--- src/rtl/core/tged_pkg.sv ---
// Shared types and constants for the touch gesture event detector.
// No dependencies; every other file of the block uses this package.
`default_nettype none

package tged_pkg;

   // Default sizes of the coordinate and time paths
   localparam int COORD_BITS_DEFAULT = 12;
   localparam int TIME_BITS_DEFAULT  = 32;

   // Fixed register and port widths
   localparam int CFG_DIM_BITS    = 12;
   localparam int CFG_DELAY_BITS  = 16;
   localparam int CSR_INDEX_BITS  = 3;
   localparam int CSR_DATA_BITS   = 16;
   localparam int EVENT_BITS      = 3;
   localparam int COUNT_BITS      = 2;

   // Register reset values
   localparam logic [1:0]                RESET_ROTATION = 2'd0;
   localparam logic [CFG_DIM_BITS-1:0]   RESET_WIDTH    = 12'd320;
   localparam logic [CFG_DIM_BITS-1:0]   RESET_HEIGHT   = 12'd240;
   localparam logic [CFG_DELAY_BITS-1:0] RESET_LONG_MS  = 16'd2000;

   // Extra hold added to the current time to form the new press time once a long press fires
   localparam int LONG_HOLD_EXTRA_MS = 10000;

   // Touch counts with a meaning of their own
   localparam logic [COUNT_BITS-1:0] TOUCH_NONE = 2'd0;
   localparam logic [COUNT_BITS-1:0] TOUCH_ONE  = 2'd1;

   typedef enum logic [CSR_INDEX_BITS-1:0] {
      CSR_ROTATION      = 3'd0,
      CSR_MIRROR_HORIZ  = 3'd1,
      CSR_MIRROR_VERT   = 3'd2,
      CSR_WIDTH_PIXELS  = 3'd3,
      CSR_HEIGHT_PIXELS = 3'd4,
      CSR_LONG_PRESS_MS = 3'd5
   } csr_index_type;

   typedef enum logic [1:0] {
      ROT_0   = 2'd0,
      ROT_90  = 2'd1,
      ROT_180 = 2'd2,
      ROT_270 = 2'd3
   } rotation_type;

   typedef enum logic [EVENT_BITS-1:0] {
      EV_PRESSED       = 3'd0,
      EV_MOVED         = 3'd1,
      EV_LONG_PRESSED  = 3'd2,
      EV_RELEASED      = 3'd3,
      EV_LONG_RELEASED = 3'd4
   } event_kind_type;

   typedef struct packed {
      rotation_type                rotation;
      logic                        mirror_horizontal;
      logic                        mirror_vertical;
      logic [CFG_DIM_BITS-1:0]     width_pixels;
      logic [CFG_DIM_BITS-1:0]     height_pixels;
      logic [CFG_DELAY_BITS-1:0]   long_press_ms;
   } cfg_type;

   typedef struct packed {
      logic           fire;
      event_kind_type kind;
   } evt_type;

endpackage

`default_nettype wire

--- src/rtl/core/tged_if.sv ---
// Channel interfaces of the touch gesture event detector: poll items,
// event items and register writes. Depends on tged_pkg.
`default_nettype none

interface tged_req_if #(
   parameter int COORD_BITS = tged_pkg::COORD_BITS_DEFAULT,
   parameter int TIME_BITS  = tged_pkg::TIME_BITS_DEFAULT
);
   logic                            valid;
   logic                            ready;
   logic [tged_pkg::COUNT_BITS-1:0] touch_count;
   logic [COORD_BITS-1:0]           raw_x;
   logic [COORD_BITS-1:0]           raw_y;
   logic [TIME_BITS-1:0]            now_ms;

   modport source (output valid, touch_count, raw_x, raw_y, now_ms, input ready);
   modport sink   (input valid, touch_count, raw_x, raw_y, now_ms, output ready);
endinterface

interface tged_rsp_if #(
   parameter int COORD_BITS = tged_pkg::COORD_BITS_DEFAULT
);
   logic                    valid;
   logic                    ready;
   tged_pkg::event_kind_type event_kind;
   logic [COORD_BITS-1:0]   point_x;
   logic [COORD_BITS-1:0]   point_y;

   modport source (output valid, event_kind, point_x, point_y, input ready);
   modport sink   (input valid, event_kind, point_x, point_y, output ready);
endinterface

interface tged_csr_if;
   logic                                valid;
   logic                                ready;
   logic [tged_pkg::CSR_INDEX_BITS-1:0] index;
   logic [tged_pkg::CSR_DATA_BITS-1:0]  data;

   modport source (output valid, index, data, input ready);
   modport sink   (input valid, index, data, output ready);
endinterface

`default_nettype wire

--- src/rtl/core/touch_gesture_event_detector_unit.sv ---
// Top level of the touch gesture event detector: poll input register,
// mapping and tracking logic, event output register.
// Depends on tged_pkg, tged_if, tged_cfg, tged_map and tged_track.
//
//   Channel  Dir   Item                                     Handshake
//   req_ch   in    touch_count, raw_x, raw_y, now_ms         valid/ready
//   rsp_ch   out   event_kind, point_x, point_y              valid/ready
//   csr_ch   in    index, data (register write)              valid/ready, ready tied high
//
// One poll per clock while the event register is not stalled. A poll is held
// in the input register; mapping and event decision run between it and the
// event register, which drives rsp_ch. Polls that cause no event are dropped
// as they leave the input register. A stalled event register holds the input
// stage, which in turn drops req_ch.ready. Synchronous active-high reset
// clears both valid flags, the touch state and the registers to their
// documented defaults.
`default_nettype none

module touch_gesture_event_detector_unit #(
   parameter int COORD_BITS = tged_pkg::COORD_BITS_DEFAULT,
   parameter int TIME_BITS  = tged_pkg::TIME_BITS_DEFAULT
) (
   input  wire logic clock,
   input  wire logic reset,
   tged_req_if.sink   req_ch,
   tged_rsp_if.source rsp_ch,
   tged_csr_if.sink   csr_ch
);
   import tged_pkg::*;

   cfg_type cfg;

   // input stage
   logic                  in_valid_ff, in_valid_in;
   logic [COUNT_BITS-1:0] count_ff;
   logic [COORD_BITS-1:0] raw_x_ff;
   logic [COORD_BITS-1:0] raw_y_ff;
   logic [TIME_BITS-1:0]  now_ff;

   // output stage
   logic                  rsp_valid_ff, rsp_valid_in;
   event_kind_type        kind_ff;
   logic [COORD_BITS-1:0] point_x_ff;
   logic [COORD_BITS-1:0] point_y_ff;

   logic                  take;       // poll accepted this cycle
   logic                  advance;    // input stage item is processed
   logic [COORD_BITS-1:0] map_x, map_y;
   logic [COORD_BITS-1:0] pt_x, pt_y;
   evt_type               evt;

   tged_cfg u_cfg (
      .clock  (clock),
      .reset  (reset),
      .csr_ch (csr_ch),
      .cfg    (cfg)
   );

   tged_map #(.COORD_BITS(COORD_BITS)) u_map (
      .cfg   (cfg),
      .raw_x (raw_x_ff),
      .raw_y (raw_y_ff),
      .map_x (map_x),
      .map_y (map_y)
   );

   tged_track #(.COORD_BITS(COORD_BITS), .TIME_BITS(TIME_BITS)) u_track (
      .clock         (clock),
      .reset         (reset),
      .step          (advance),
      .touch_count   (count_ff),
      .map_x         (map_x),
      .map_y         (map_y),
      .now_ms        (now_ff),
      .long_press_ms (cfg.long_press_ms),
      .evt           (evt),
      .point_x       (pt_x),
      .point_y       (pt_y)
   );

   // The input stage moves on whenever the event register is free or
   // being emptied this cycle.
   assign advance      = in_valid_ff && (!rsp_valid_ff || rsp_ch.ready);
   assign req_ch.ready = !in_valid_ff || advance;
   assign take         = req_ch.valid && req_ch.ready;

   always_comb begin
      in_valid_in = in_valid_ff;
      if (take) begin
         in_valid_in = 1'b1;
      end else if (advance) begin
         in_valid_in = 1'b0;
      end

      rsp_valid_in = rsp_valid_ff;
      if (advance && evt.fire) begin
         rsp_valid_in = 1'b1;
      end else if (rsp_ch.ready) begin
         rsp_valid_in = 1'b0;
      end
   end

   always_ff @(posedge clock) begin
      if (reset) begin
         in_valid_ff  <= 1'b0;
         rsp_valid_ff <= 1'b0;
      end else begin
         in_valid_ff  <= in_valid_in;
         rsp_valid_ff <= rsp_valid_in;
      end
   end

   // payload registers, no reset
   always_ff @(posedge clock) begin
      if (take) begin
         count_ff <= req_ch.touch_count;
         raw_x_ff <= req_ch.raw_x;
         raw_y_ff <= req_ch.raw_y;
         now_ff   <= req_ch.now_ms;
      end
      if (advance && evt.fire) begin
         kind_ff    <= evt.kind;
         point_x_ff <= pt_x;
         point_y_ff <= pt_y;
      end
   end

   assign rsp_ch.valid      = rsp_valid_ff;
   assign rsp_ch.event_kind = kind_ff;
   assign rsp_ch.point_x    = point_x_ff;
   assign rsp_ch.point_y    = point_y_ff;

`ifndef ASSERT_OFF
   a_event_registered: assert property (@(posedge clock) disable iff (reset)
      (advance && evt.fire) |=> rsp_valid_ff)
      else $error("event lost on the way to the output register");

   a_take_fills_stage: assert property (@(posedge clock) disable iff (reset)
      take |=> in_valid_ff)
      else $error("accepted poll not held in input stage");

   a_stall_holds_stage: assert property (@(posedge clock) disable iff (reset)
      (in_valid_ff && !advance) |=> (in_valid_ff && $stable(now_ff) && $stable(count_ff)))
      else $error("input stage changed while stalled");

   a_no_fire_when_idle: assert property (@(posedge clock) disable iff (reset)
      !in_valid_ff |-> !advance)
      else $error("empty input stage processed");
`endif

endmodule

`default_nettype wire

--- src/rtl/core/tged_cfg.sv ---
// Configuration register file of the touch gesture event detector.
// Depends on tged_pkg and tged_if.
`default_nettype none

module tged_cfg (
   input  wire logic        clock,
   input  wire logic        reset,
   tged_csr_if.sink         csr_ch,
   output tged_pkg::cfg_type cfg
);
   import tged_pkg::*;

   cfg_type cfg_ff;
   cfg_type cfg_in;

   assign csr_ch.ready = 1'b1;

   always_comb begin
      cfg_in = cfg_ff;
      if (csr_ch.valid) begin
         unique case (csr_index_type'(csr_ch.index))
            CSR_ROTATION:      cfg_in.rotation          = rotation_type'(csr_ch.data[1:0]);
            CSR_MIRROR_HORIZ:  cfg_in.mirror_horizontal = csr_ch.data[0];
            CSR_MIRROR_VERT:   cfg_in.mirror_vertical   = csr_ch.data[0];
            CSR_WIDTH_PIXELS:  cfg_in.width_pixels      = csr_ch.data[CFG_DIM_BITS-1:0];
            CSR_HEIGHT_PIXELS: cfg_in.height_pixels     = csr_ch.data[CFG_DIM_BITS-1:0];
            CSR_LONG_PRESS_MS: cfg_in.long_press_ms     = csr_ch.data[CFG_DELAY_BITS-1:0];
            default:           cfg_in = cfg_ff;   // unused indexes are ignored
         endcase
      end
   end

   always_ff @(posedge clock) begin
      if (reset) begin
         cfg_ff.rotation          <= rotation_type'(RESET_ROTATION);
         cfg_ff.mirror_horizontal <= 1'b0;
         cfg_ff.mirror_vertical   <= 1'b0;
         cfg_ff.width_pixels      <= RESET_WIDTH;
         cfg_ff.height_pixels     <= RESET_HEIGHT;
         cfg_ff.long_press_ms     <= RESET_LONG_MS;
      end else begin
         cfg_ff <= cfg_in;
      end
   end

   assign cfg = cfg_ff;

endmodule

`default_nettype wire

--- src/rtl/core/tged_map.sv ---
// Maps a raw panel point to screen coordinates by rotation and mirror flags.
// Pure combinational; depends on tged_pkg.
`default_nettype none

module tged_map #(
   parameter int COORD_BITS = tged_pkg::COORD_BITS_DEFAULT
) (
   input  wire tged_pkg::cfg_type   cfg,
   input  wire logic [COORD_BITS-1:0] raw_x,
   input  wire logic [COORD_BITS-1:0] raw_y,
   output logic [COORD_BITS-1:0]    map_x,
   output logic [COORD_BITS-1:0]    map_y
);
   import tged_pkg::*;

   localparam int SUB_W = (COORD_BITS > CFG_DIM_BITS) ? COORD_BITS : CFG_DIM_BITS;

   logic [SUB_W-1:0] w_e, h_e, rx_e, ry_e;
   logic [SUB_W-1:0] w_rx, w_ry, h_rx, h_ry;
   logic [SUB_W-1:0] x_sel, y_sel;

   // a - b clamped at zero
   function automatic logic [SUB_W-1:0] sat_sub(input logic [SUB_W-1:0] a,
                                                input logic [SUB_W-1:0] b);
      return (a > b) ? (a - b) : '0;
   endfunction

   always_comb begin
      w_e  = SUB_W'(cfg.width_pixels);
      h_e  = SUB_W'(cfg.height_pixels);
      rx_e = SUB_W'(raw_x);
      ry_e = SUB_W'(raw_y);
      w_rx = sat_sub(w_e, rx_e);
      w_ry = sat_sub(w_e, ry_e);
      h_rx = sat_sub(h_e, rx_e);
      h_ry = sat_sub(h_e, ry_e);

      case (cfg.rotation)
         ROT_0: begin
            x_sel = cfg.mirror_vertical   ? w_rx : rx_e;
            y_sel = cfg.mirror_horizontal ? h_ry : ry_e;
         end
         ROT_90: begin
            x_sel = cfg.mirror_vertical   ? w_ry : ry_e;
            y_sel = cfg.mirror_horizontal ? rx_e : h_rx;
         end
         ROT_180: begin
            // resolutions stay swapped here on purpose
            x_sel = cfg.mirror_vertical   ? rx_e : h_rx;
            y_sel = cfg.mirror_horizontal ? ry_e : w_ry;
         end
         default: begin
            x_sel = cfg.mirror_vertical   ? ry_e : w_ry;
            y_sel = cfg.mirror_horizontal ? h_rx : rx_e;
         end
      endcase

      map_x = x_sel[COORD_BITS-1:0];
      map_y = y_sel[COORD_BITS-1:0];
   end

endmodule

`default_nettype wire

--- src/rtl/core/tged_track.sv ---
// Touch state tracker: holds touch/long-press flags, last point and press
// time, and picks the event for each poll. Depends on tged_pkg.
`default_nettype none

module tged_track #(
   parameter int COORD_BITS = tged_pkg::COORD_BITS_DEFAULT,
   parameter int TIME_BITS  = tged_pkg::TIME_BITS_DEFAULT
) (
   input  wire logic                              clock,
   input  wire logic                              reset,
   input  wire logic                              step,
   input  wire logic [tged_pkg::COUNT_BITS-1:0]   touch_count,
   input  wire logic [COORD_BITS-1:0]             map_x,
   input  wire logic [COORD_BITS-1:0]             map_y,
   input  wire logic [TIME_BITS-1:0]              now_ms,
   input  wire logic [tged_pkg::CFG_DELAY_BITS-1:0] long_press_ms,
   output tged_pkg::evt_type                      evt,
   output logic [COORD_BITS-1:0]                  point_x,
   output logic [COORD_BITS-1:0]                  point_y
);
   import tged_pkg::*;

   logic                  is_touched_ff, is_touched_in;
   logic                  is_long_ff, is_long_in;
   logic [COORD_BITS-1:0] last_x_ff, last_x_in;
   logic [COORD_BITS-1:0] last_y_ff, last_y_in;
   logic [TIME_BITS-1:0]  press_time_ff, press_time_in;
   logic [TIME_BITS-1:0]  deadline;
   logic                  moved;

   always_comb begin
      deadline      = press_time_ff + TIME_BITS'(long_press_ms);   // wraps
      moved         = (map_x != last_x_ff) || (map_y != last_y_ff);
      evt.fire      = 1'b0;
      evt.kind      = EV_PRESSED;
      is_touched_in = is_touched_ff;
      is_long_in    = is_long_ff;
      last_x_in     = last_x_ff;
      last_y_in     = last_y_ff;
      press_time_in = press_time_ff;

      if (step) begin
         case (touch_count)
            TOUCH_ONE: begin
               if (!is_touched_ff) begin
                  evt.fire      = 1'b1;
                  evt.kind      = EV_PRESSED;
                  is_touched_in = 1'b1;
                  last_x_in     = map_x;
                  last_y_in     = map_y;
                  press_time_in = now_ms;
               end else if (moved) begin
                  evt.fire  = 1'b1;
                  evt.kind  = EV_MOVED;
                  last_x_in = map_x;
                  last_y_in = map_y;
               end else if (!is_long_ff && (now_ms > deadline)) begin
                  evt.fire      = 1'b1;
                  evt.kind      = EV_LONG_PRESSED;
                  is_long_in    = 1'b1;
                  press_time_in = now_ms + TIME_BITS'(LONG_HOLD_EXTRA_MS);
               end
            end
            TOUCH_NONE: begin
               if (is_touched_ff && !is_long_ff) begin
                  evt.fire      = 1'b1;
                  evt.kind      = EV_RELEASED;
                  is_touched_in = 1'b0;
               end else if (is_long_ff) begin
                  evt.fire      = 1'b1;
                  evt.kind      = EV_LONG_RELEASED;
                  is_touched_in = 1'b0;
                  is_long_in    = 1'b0;
               end
            end
            default: ;   // multi-touch polls are ignored
         endcase
      end
   end

   // events report the last point after this poll's update
   assign point_x = last_x_in;
   assign point_y = last_y_in;

   always_ff @(posedge clock) begin
      if (reset) begin
         is_touched_ff <= 1'b0;
         is_long_ff    <= 1'b0;
         last_x_ff     <= '0;
         last_y_ff     <= '0;
         press_time_ff <= '0;
      end else begin
         is_touched_ff <= is_touched_in;
         is_long_ff    <= is_long_in;
         last_x_ff     <= last_x_in;
         last_y_ff     <= last_y_in;
         press_time_ff <= press_time_in;
      end
   end

`ifndef ASSERT_OFF
   a_long_implies_touched: assert property (@(posedge clock) disable iff (reset)
      is_long_ff |-> is_touched_ff)
      else $error("long press flag set without touch");

   a_press_from_idle: assert property (@(posedge clock) disable iff (reset)
      (evt.fire && evt.kind == EV_PRESSED) |-> !is_touched_ff)
      else $error("pressed event while already touched");

   a_multi_touch_quiet: assert property (@(posedge clock) disable iff (reset)
      (step && touch_count != TOUCH_ONE && touch_count != TOUCH_NONE)
         |=> ($stable(is_touched_ff) && $stable(is_long_ff) && $stable(press_time_ff)))
      else $error("multi-touch poll changed state");

   a_long_release_after_long: assert property (@(posedge clock) disable iff (reset)
      (evt.fire && evt.kind == EV_LONG_RELEASED) |-> is_long_ff)
      else $error("long release without long press");
`endif

endmodule

`default_nettype wire
--- src/flat_wrapper.sv ---
// flat-port wrapper written by rule: the top's interface ports become plain ports
module touch_gesture_event_detector_unit_flat import tged_pkg::*;
#(
   parameter int COORD_BITS = tged_pkg::COORD_BITS_DEFAULT,
   parameter int TIME_BITS  = tged_pkg::TIME_BITS_DEFAULT
)
  (clock, reset, req_ch_valid, req_ch_touch_count, req_ch_raw_x, req_ch_raw_y, req_ch_now_ms, req_ch_ready, rsp_ch_valid, rsp_ch_event_kind, rsp_ch_point_x, rsp_ch_point_y, rsp_ch_ready, csr_ch_valid, csr_ch_index, csr_ch_data, csr_ch_ready);
  tged_req_if #(.COORD_BITS(COORD_BITS), .TIME_BITS(TIME_BITS)) req_ch_i ();
  tged_rsp_if #(.COORD_BITS(COORD_BITS)) rsp_ch_i ();
  tged_csr_if csr_ch_i ();
  input  wire logic clock;
  input  wire logic reset;
  input wire logic [$bits(req_ch_i.valid)-1:0] req_ch_valid;
  input wire logic [$bits(req_ch_i.touch_count)-1:0] req_ch_touch_count;
  input wire logic [$bits(req_ch_i.raw_x)-1:0] req_ch_raw_x;
  input wire logic [$bits(req_ch_i.raw_y)-1:0] req_ch_raw_y;
  input wire logic [$bits(req_ch_i.now_ms)-1:0] req_ch_now_ms;
  output wire logic [$bits(req_ch_i.ready)-1:0] req_ch_ready;
  output wire logic [$bits(rsp_ch_i.valid)-1:0] rsp_ch_valid;
  output wire logic [$bits(rsp_ch_i.event_kind)-1:0] rsp_ch_event_kind;
  output wire logic [$bits(rsp_ch_i.point_x)-1:0] rsp_ch_point_x;
  output wire logic [$bits(rsp_ch_i.point_y)-1:0] rsp_ch_point_y;
  input wire logic [$bits(rsp_ch_i.ready)-1:0] rsp_ch_ready;
  input wire logic [$bits(csr_ch_i.valid)-1:0] csr_ch_valid;
  input wire logic [$bits(csr_ch_i.index)-1:0] csr_ch_index;
  input wire logic [$bits(csr_ch_i.data)-1:0] csr_ch_data;
  output wire logic [$bits(csr_ch_i.ready)-1:0] csr_ch_ready;
  assign req_ch_i.valid = req_ch_valid;
  assign req_ch_i.touch_count = req_ch_touch_count;
  assign req_ch_i.raw_x = req_ch_raw_x;
  assign req_ch_i.raw_y = req_ch_raw_y;
  assign req_ch_i.now_ms = req_ch_now_ms;
  assign req_ch_ready = req_ch_i.ready;
  assign rsp_ch_valid = rsp_ch_i.valid;
  assign rsp_ch_event_kind = rsp_ch_i.event_kind;
  assign rsp_ch_point_x = rsp_ch_i.point_x;
  assign rsp_ch_point_y = rsp_ch_i.point_y;
  assign rsp_ch_i.ready = rsp_ch_ready;
  assign csr_ch_i.valid = csr_ch_valid;
  assign csr_ch_i.index = csr_ch_index;
  assign csr_ch_i.data = csr_ch_data;
  assign csr_ch_ready = csr_ch_i.ready;
  touch_gesture_event_detector_unit #(.COORD_BITS(COORD_BITS), .TIME_BITS(TIME_BITS)) u_core (.clock(clock), .reset(reset), .req_ch(req_ch_i), .rsp_ch(rsp_ch_i), .csr_ch(csr_ch_i));
endmodule
--- config.mk ---
export PLATFORM = sky130hd
export DESIGN_NAME = touch_gesture_event_detector_unit_flat
export DESIGN_NICKNAME = d
export VERILOG_FILES = /design/src/rtl/core/tged_pkg.sv /design/src/rtl/core/tged_if.sv /design/src/rtl/core/touch_gesture_event_detector_unit.sv /design/src/rtl/core/tged_cfg.sv /design/src/rtl/core/tged_map.sv /design/src/rtl/core/tged_track.sv /design/src/flat_wrapper.sv
export SDC_FILE = /design/constraint.sdc
export NUM_CORES = 1
export LEC_CHECK = 0
export CORE_UTILIZATION = 45
export CTS_CLUSTER_DIAMETER = 80
export CTS_CLUSTER_SIZE = 28
export DETAILED_ROUTE_END_ITERATION = 12
export DONT_BUFFER_PORTS = 1
export GPL_ROUTABILITY_DRIVEN = 0
export SYNTH_ARGS = -nofsm -noshare
export SYNTH_HDL_FRONTEND = slang
export SYNTH_SLANG_ARGS = --single-unit
--- constraint.sdc ---
create_clock -name clock -period 8.1 [get_ports clock]
set_input_delay 1.215 -clock clock [delete_from_list [all_inputs] [get_ports clock]]
set_output_delay 1.215 -clock clock [all_outputs]
set_load 0.01 [all_outputs]
# Yosys cells after proc, flatten, opt, wreduce, memory -nomap -nowiden
# Index checks and enable logic that the tools add are counted.
# op_classes
n_reduce_logical,26
eq_ne,17
n_addsub,6
muxes,44
order_cmp,5
# ops
operator,count
2-to-1 mux 12 bit,20
2-to-1 mux 32 bit,3
case mux 12 bit (3 select lines),2
greater-than comparator 12 bit,4
subtractor 12 bit,4
"adder 32 x 14 -> 32 bit, second input constant",1
adder 32 x 16 -> 32 bit,1
greater-than comparator 32 bit,1
2-to-1 mux 4 bit,6
!= test 12 bit,2
AND reduction 2 bit,6
2-to-1 mux 1 bit,10
"!= test 2 bit, second input constant",5
case mux 4 bit (2 select lines),1
"== test 3 x 2 -> 1 bit, second input constant",2
"== test 3 bit, second input constant",2
AND reduction 6 bit,1
nonzero test 2 bit,3
logical AND 1 bit,5
"== test 2 x 1 -> 1 bit, second input constant",2
zero test 2 bit,2
case mux 1 bit (2 select lines),2
AND reduction 4 bit,1
"== test 3 x 1 -> 1 bit, second input constant",1
other kinds (7),11
# word_totals
inputBits,82
register_bits,189
elab_cells,118

# Longest topological paths before layout
# Gate-level depths: netlist of the first run.
# logic_depth
depth_word,12
ltp_mapped,29
ltp_nobuf,26

# Cells and area by module
# A second synthesis of the first run with hierarchy kept.
# hier_totals
cells_unflattened,1439
area_unflattened_um2,13658.1
# by_module_without_submodules
module,cells_each,n_inst,area_per_inst_um2
tged_track,611,1,5418.9
tged_map,557,1,3744.8
touch_gesture_event_detector_unit,96,1,2655.0
tged_cfg,175,1,1839.3

# Worst setup path before layout of the first run
# OpenSTA, ideal clock, no wires.
# synth_path
path_type,reg-to-reg
startpoint,register u_core.u_track.press_time_ff[0]
endpoint,"register u_core.kind_ff[0] (netlist: u_core.rsp_ch.event_kind[0]), enable pin"
t_required_ns,7.689
setup_slack_ns,2.495
period_less_slack_ns,5.605
arrival_ns,5.194
path_buffers,1
setup_ns,0.411
path_stages_with_launch,24
path_cell_list,dfxtp_1 -> ha_1 -> inv_1 -> fa_1 -> nor2b_1 -> o21ai_0 -> a21boi_0 -> o21ai_0 -> a21oi_1 -> o21a_1 -> nor2_1 -> o211a_1 -> o31ai_1 -> clkbuf_1 -> and4_1 -> nor3_1 -> ha_1 -> nand4_1 -> nor4_1 -> inv_1 -> a31oi_1 -> o31a_1 -> nor4b_1 -> nor2_1
# synth_between
elab_chain_len,9
# synth_lines
element,line_no,rtl
from (decl),tged_track.sv:27,"logic [TIME_BITS-1:0] press_time_ff, press_time_in;"
from (signal assigned),tged_track.sv:97,press_time_ff <= press_time_in;
adder 32 x 16 -> 32 bit,tged_track.sv:32,deadline = press_time_ff + TIME_BITS'(long_press_ms);
greater-than comparator 32 bit,tged_track.sv:57,end else if (!is_long_ff && (now_ms > deadline)) begin
logical AND 1 bit,tged_track.sv:57,
2-to-1 mux 4 bit,tged_track.sv:57,
2-to-1 mux 4 bit,tged_track.sv:52,end else if (moved) begin
2-to-1 mux 4 bit,tged_track.sv:45,if (!is_touched_ff) begin
case mux 4 bit (2 select lines),tged_track.sv:43,case (touch_count)
2-to-1 mux 4 bit,tged_track.sv:42,if (step) begin
logical AND 1 bit,touch_gesture_event_detector_unit.sv:121,if (advance && evt.fire) begin
to (signal assigned),touch_gesture_event_detector_unit.sv:122,kind_ff <= evt.kind;
to (decl),touch_gesture_event_detector_unit.sv:42,event_kind_type kind_ff;
# No other way between the ends.
# A chain may end at the register's enable or synchronous reset.

# Worst setup path after layout of the first run
# layout_path
startpoint,register u_core.u_track.press_time_ff[1]
endpoint,register u_core.u_track.press_time_ff[23]
# layout_between
elab_chain_len,5
# layout_lines
element,line_no
adder 32 x 16 -> 32 bit,tged_track.sv:32
greater-than comparator 32 bit,tged_track.sv:57
logical AND 1 bit,tged_track.sv:57
!= test 2 x 1 -> 1 bit (no line),-
AND reduction 4 bit (no line),-
# No other way between the ends.

==> results.json, run 1 <==
{
  "ir_drop_mv": 0.195,
  "p_per_area_nw_per_um2": 161,
  "worst_slack_ps": 1960,
  "antenna_found_initial": 0,
  "ys_warn_count": 0,
  "ys.flop_type": "dfxtp_1",
  "ys_seq_area_share_pct": 34.4,
  "fin_tns_setup_ps": 0,
  "worst_slew_pin_slew_ps": 891,
  "synth_edf_count": 85,
  "syn_area_per_cell_sq_um": 8.76,
  "cts_tree": "yes",
  "path_class": "flop to flop",
  "area.growth.synth_to_final_pct": 7.02,
  "gr-usage-all-layers_pct": 26.2,
  "die_y_um": 175,
  "place_hpwl_mm": 30.2,
  "syn-cell-area_sq_um": 13500,
  "pre_cts_ws_ps": 1950,
  "post_cts_resized": 0,
  "leakagePower_nw": 5.58,
  "cts_post_setup_buffers_inserted": 0,
  "cts_max_level": 4,
  "drv_cap": 0,
  "grt-ovfl-total": 0,
  "synthCells": 1540,
  "wl_per_cell_um": 20.9,
  "ios": 112,
  "crit_arrival_ps": 6450,
  "grt_max_degree": 79,
  "max-slew-margin-rel_pct": 40.6,
  "period_needed_ps": 6140,
  "cpMostUsedCell": "a21oi_1",
  "hold_path.class": "flop to flop",
  "clockBufferDepth": 2,
  "n_antenna_cell": 0,
  "root_buffer": "clkbuf_16",
  "synth_nets": 1724,
  "port_buffers": 0,
  "vias": 11700,
  "setup_viol": 0,
  "cts_hold_buf": 0,
  "clock.fmax_mhz": 163,
  "coreArea_sq_um": 29600,
  "cp_data_required_time_ps": 8410,
  "initial_utilization_pct": 45.6,
  "register_area_sq_um": 4630,
  "drive_gt1_share_pct": 4.68,
  "period_share_pct": 75.8,
  "clock-sinks": 189,
  "cp-end-kind": "flop",
  "cp_slowest_cell": "and3_1",
  "route.detailed.drc": 0,
  "drt_wl_total_mm": 39.8,
  "synth_area_leader_cell": "edfxtp_1",
  "yosysTopAreaCellShare_pct": 18.9,
  "crit_chain": "ha_1, a21o_1, a21oi_1, o21ai_0, a21oi_1, o21ai_0, a41oi_1, a21oi_1, a211oi_1, a21oi_1, nand3_1, xor2_1, ha_1, nand4_1, nor4_1, inv_1, a31oi_1, o31a_1, and3_1, a31o_2, a311oi_1",
  "hold_viol": 0,
  "grt_pass1_wl_mm": 61.6,
  "nets": 1688,
  "synth.distinct_cells": 79,
  "status": "finished, final reports clean",
  "row_count": 63,
  "clkLatencyLatePin_ps": 470,
  "cts_inserted_buffers": 17,
  "path_clk_slew_ps": 80,
  "drt_iter0_markers": 865,
  "critPathMaxFanout": 21,
  "die-width_um": 175,
  "worst_clock_skew_ps": 17.1,
  "cp-start-kind": "flop",
  "synth_area_leaders": "edfxtp_1 (19%), dfxtp_1 (15%), ha_1 (9.0%)",
  "rsz0062_at_grt": "no",
  "ant_nets": 0,
  "ys_async_sr_fraction_pct": 0,
  "avgViaCountPerCell": 6.12,
  "multi_input_area_sq_um": 8340,
  "fillers": 2839,
  "ys_seq_elements": 189,
  "grt_pass1_vias": 11000,
  "die-area_sq_um": 30700,
  "drtPass1Iterations": 7,
  "cp_slowest_stage_delay_ps": 730,
  "drv_slew": 0,
  "hold_slack_ps": 458
}
[power by group]
group | switching, mW | internal, mW
sequential | 0.0387 | 1.03
clock | 0.421 | 0.452
combinational | 0.231 | 0.148
total | 0.691 | 1.63
[layer usage]
layer	vias to the layer above	track usage (%)	wire length, um
li1	5640	-	-
met1	5557	33.3	17200
met2	395	43.2	18500
met3	85	4.37	2360
met4	0	12.9	1680
met5	-	0	0
[state kept, by name, indices dropped and copies added, names as in the netlist]
name / flops
u_core.u_track.last_x_ff: 12
u_core.rsp_ch.point_y: 12
u_core.now_ff: 32
u_core.raw_y_ff: 12
u_core.u_track.last_y_ff: 12
u_core.count_ff: 2
u_core.rsp_ch.event_kind: 3
u_core.raw_x_ff: 12
u_core.rsp_ch.point_x: 12
u_core.in_valid_ff: 1
u_core.u_track.press_time_ff: 32
u_core.u_track.is_touched_ff: 1
u_core.u_track.is_long_ff: 1
u_core.rsp_ch.valid: 1
u_core.u_cfg.cfg: 44
[logic make-up (layout without fill, tap and decap cells)]
kind of cell             after synthesis  in the layout  synth area share, %
flip-flops                           189            189                 34.4
XOR/XNOR                              82             82                 5.33
AND/OR/NAND/NOR                      579            579                 21.1
adder cells (fa/ha/maj)              102            102                 9.74
other                                  1              1               0.0278
buffers and inverters                141            118                 4.08
AO/OA/AOI/OAI                        362            362                 18.9
multiplexers                          84             84                 6.46
[area by class of cell]
cell class	count	area share (%)
Timing Repair Buffer	12	0.624
Clock inverter	12	0.789
Multi-Input combinational cell	1210	57.8
Clock buffer	20	3.39
Sequential cell	189	32.1
Inverter	74	1.93
Tap cell	390	3.38
[stage by stage]
stage	cells	utilization (%)	total power, mW	area (sq um)
after floorplan	1540	-	1.36	13500
final	1907	48.8	2.32	14400
after global placement	1875	46.8	1.46	13800
after detailed placement	1875	46.8	1.46	13800
after CTS	1907	48.8	2.34	14400
after global routing	1907	48.8	2.42	14400
[worst max-delay path: cells and delay by family, from the launching register on]
family          cells  cell delay [ps]
compound gates     13             3260
simple gates        4             1540
xor+xnor            1              190
flops               1              330
buf+inv             1               80
fa+ha+maj           2              600
[synth_stat cells (13+ instances only)]
cell type,n
o21a_1,18
nor4_1,15
nor2b_1,17
a31oi_1,16
dfxtp_1,104
mux2_1,24
or2_2,13
o21ai_0,29
xor2_1,37
o211ai_1,15
clkbuf_1,51
a211oi_1,26
nor2_1,73
nor3_1,44
a311oi_1,18
a21oi_1,96
nand3_1,52
edfxtp_1,85
and3_1,28
inv_1,73
nand2_1,230
nand4_1,23
nand2b_1,20
a21o_1,31
ha_1,97
mux2i_1,60
xnor2_1,45
[path summary, 6_finish.rpt]
path	cells after the start	endpoint	from	slack, ps
hold / removal	2	u_core.u_cfg.cfg[28]	u_core.u_cfg.cfg[28]	460
setup / recovery	21	u_core.u_track.press_time_ff[23]	u_core.u_track.press_time_ff[1]	1960
hold reg to reg	2	u_core.u_cfg.cfg[28]	u_core.u_cfg.cfg[28]	460
setup reg to reg	21	u_core.u_track.press_time_ff[23]	u_core.u_track.press_time_ff[1]	1960
[layout by cell type (no fill, tap or decap), types with 26 or more instances in the layout]
cell	count
nand2_1	230
dfxtp_1	104
ha_1	97
a21oi_1	96
edfxtp_1	85
inv_1	73
nor2_1	72
mux2i_1	60
nand3_1	52
xnor2_1	44
nor3_1	44
xor2_1	37
a21o_1	31
o21ai_0	29
and3_1	28
a211oi_1	26
Note: power is estimated with default switching activity, not from simulation.
==> inputs of run 2 (changes only) <==
==> constraint.sdc (replaced) <==
create_clock -name clock -period 5.4 [get_ports clock]
set_input_delay 0.81 -clock clock [delete_from_list [all_inputs] [get_ports clock]]
set_output_delay 0.81 -clock clock [all_outputs]
set_load 0.01 [all_outputs]
==> run 2 against run 1 <==
- final cell count up 2.0%
- register-to-register slack got worse by 1900 ps
- critical path depth rose by 6
- sequential power grew 50%
- total power rose by 51%
- sequential cell count is the same
- critical path type unchanged
- largest cell class unchanged
==> results.json, run 2 (synthesized netlist as in run 1, its figures left out) <==
{
  "crit_buf_inv": 3,
  "clock.fmax_mhz": 187,
  "cp_slowest_stage_delay_ps": 360,
  "vias": 11900,
  "avgViaCountPerCell": 6.09,
  "path_depth": 27,
  "mostFrequentLayoutCell": "nand2_1",
  "fin_tns_setup_ps": 0,
  "critPathMaxFanout": 16,
  "hold_viol": 0,
  "area.growth.synth_to_final_pct": 11.7,
  "path_class": "flop to flop",
  "drv_cap": 0,
  "setup_viol": 0,
  "nets": 1727,
  "place_hpwl_mm": 30.5,
  "drt_wl_total_mm": 41.0,
  "rsz0062_at_grt": "yes",
  "register_area_sq_um": 4640,
  "antenna_found_initial": 0,
  "cp-end-kind": "flop",
  "ir_drop_mv": 0.382,
  "initial_utilization_pct": 45.6,
  "multi_input_area_sq_um": 8580,
  "gr-usage-all-layers_pct": 26.4,
  "p_per_area_nw_per_um2": 233,
  "cts_max_level": 4,
  "pre_cts_ws_ps": -143,
  "drive_gt1_share_pct": 9.51,
  "min_path_cells": 1,
  "n_antenna_cell": 0,
  "port_buffers": 0,
  "status": "finished, final reports clean",
  "path_clk_slew_ps": 80,
  "worst_clock_skew_ps": 15.9,
  "ant_nets": 0,
  "max-slew-margin-rel_pct": 37.4,
  "coreArea_sq_um": 29600,
  "grt-ovfl-total": 0,
  "stdcell_count": 1946,
  "route.detailed.drc": 0,
  "fin_util_pct": 51.0,
  "worst_slew_pin_slew_ps": 938,
  "wl_per_cell_um": 21.0,
  "cts_tree": "yes",
  "root_buffer": "clkbuf_16",
  "drt_iter0_markers": 962,
  "grt_pass1_wl_mm": 62.1,
  "row_count": 63,
  "die-width_um": 175,
  "cp-start-kind": "flop",
  "period_needed_ps": 5340,
  "hold_path.class": "input pin to flop",
  "path_delay_family": "compound AO/OA/AOI/OAI gates",
  "ios": 112,
  "worst_slack_ps": 60.3,
  "cts_inserted_buffers": 17,
  "place_inst": 1901,
  "drv_slew": 0,
  "period_share_pct": 98.9,
  "cp_slowest_cell": "dfxtp_2",
  "drtPass1Iterations": 6,
  "fillers": 2771,
  "grt_max_degree": 79,
  "leakagePower_nw": 5.85,
  "cts_hold_buf": 0,
  "die-area_sq_um": 30700,
  "reg2reg_depth": 27,
  "crit_arrival_ps": 5700,
  "grt_pass1_vias": 11000,
  "die_y_um": 175,
  "clockBufferDepth": 2,
  "mostFrequentLayoutCells": "nand2_1 (230), dfxtp_1 (102), ha_1 (95)",
  "largest_reg_flops": 44,
  "cp_data_required_time_ps": 5760,
  "clock-sinks": 189,
  "clkLatencyLatePin_ps": 460
}
## run 2: cell type report
type	instances	area share, %
clock buffer	18	2.99
clock inverter	14	0.955
sequential	189	30.8
timing repair buffer	51	3.27
multi-input combinational	1210	56.9
inverter	74	1.84
tap	390	3.24
## run 2: path summary, 6_finish.rpt
path                                         start                          endpoint  slack (ps)
setup / recovery   u_core.u_track.press_time_ff[0]   u_core.u_track.press_time_ff[6]          60
hold / removal                               reset                u_core.in_valid_ff         430
setup reg to reg   u_core.u_track.press_time_ff[0]   u_core.u_track.press_time_ff[6]          60
hold reg to reg   u_core.u_track.press_time_ff[19]  u_core.u_track.press_time_ff[19]         460
## run 2: metal layers
metal,track usage (%),wire length [um]
met1,34.2,17900
met2,42.2,18800
met3,5.50,2650
met4,11.6,1600
met5,0,0
## run 2: per-stage QoR
stage                     area, sq um  hold slack, ps  power, mW
after floorplan                 13500             435       2.04
after global placement          14100             442       2.20
after detailed placement        14100             452       2.20
after CTS                       14700             405       3.50
after global routing            15100             407       3.65
final                           15100             433       3.51
## run 2: where the power goes
part           switching (mW)  total, mW  internal (mW)
Sequential             0.0558       1.60           1.55
Clock                   0.651       1.29          0.644
Combinational           0.369      0.610          0.241
## run 2: timing repair
| action | 4_1_cts | 5_1_grt |
|---|---|---|
| endpoints found under the setup margin | 57 | 89 |
| resized for setup | 5 | 58 |
| pin swaps | 3 | 12 |
| setup buffers | 2 | 8 |
| cloned | 1 | 2 |
## run 2: worst register-to-register path, cell delays in order, from the launching register on
cell and delay (ps):
dfxtp_2 360, ha_4 140, inv_2 30, fa_2 360, nor2b_2 130, o21ai_2 70
a21boi_1 140, o21ai_1 90, a21oi_1 200, o21a_1 200, nor2_4 50, o211a_4 270
o31ai_4 320, buf_6 170, mux2i_1 180, o311a_1 230, ha_4 220, a21o_1 150
a21o_1 180, a21oi_2 130, nor2b_1 50, o211ai_1 190, a211oi_2 90, o31a_1 360
and3_4 270, a31o_4 280, buf_12 160, a211oi_1 220
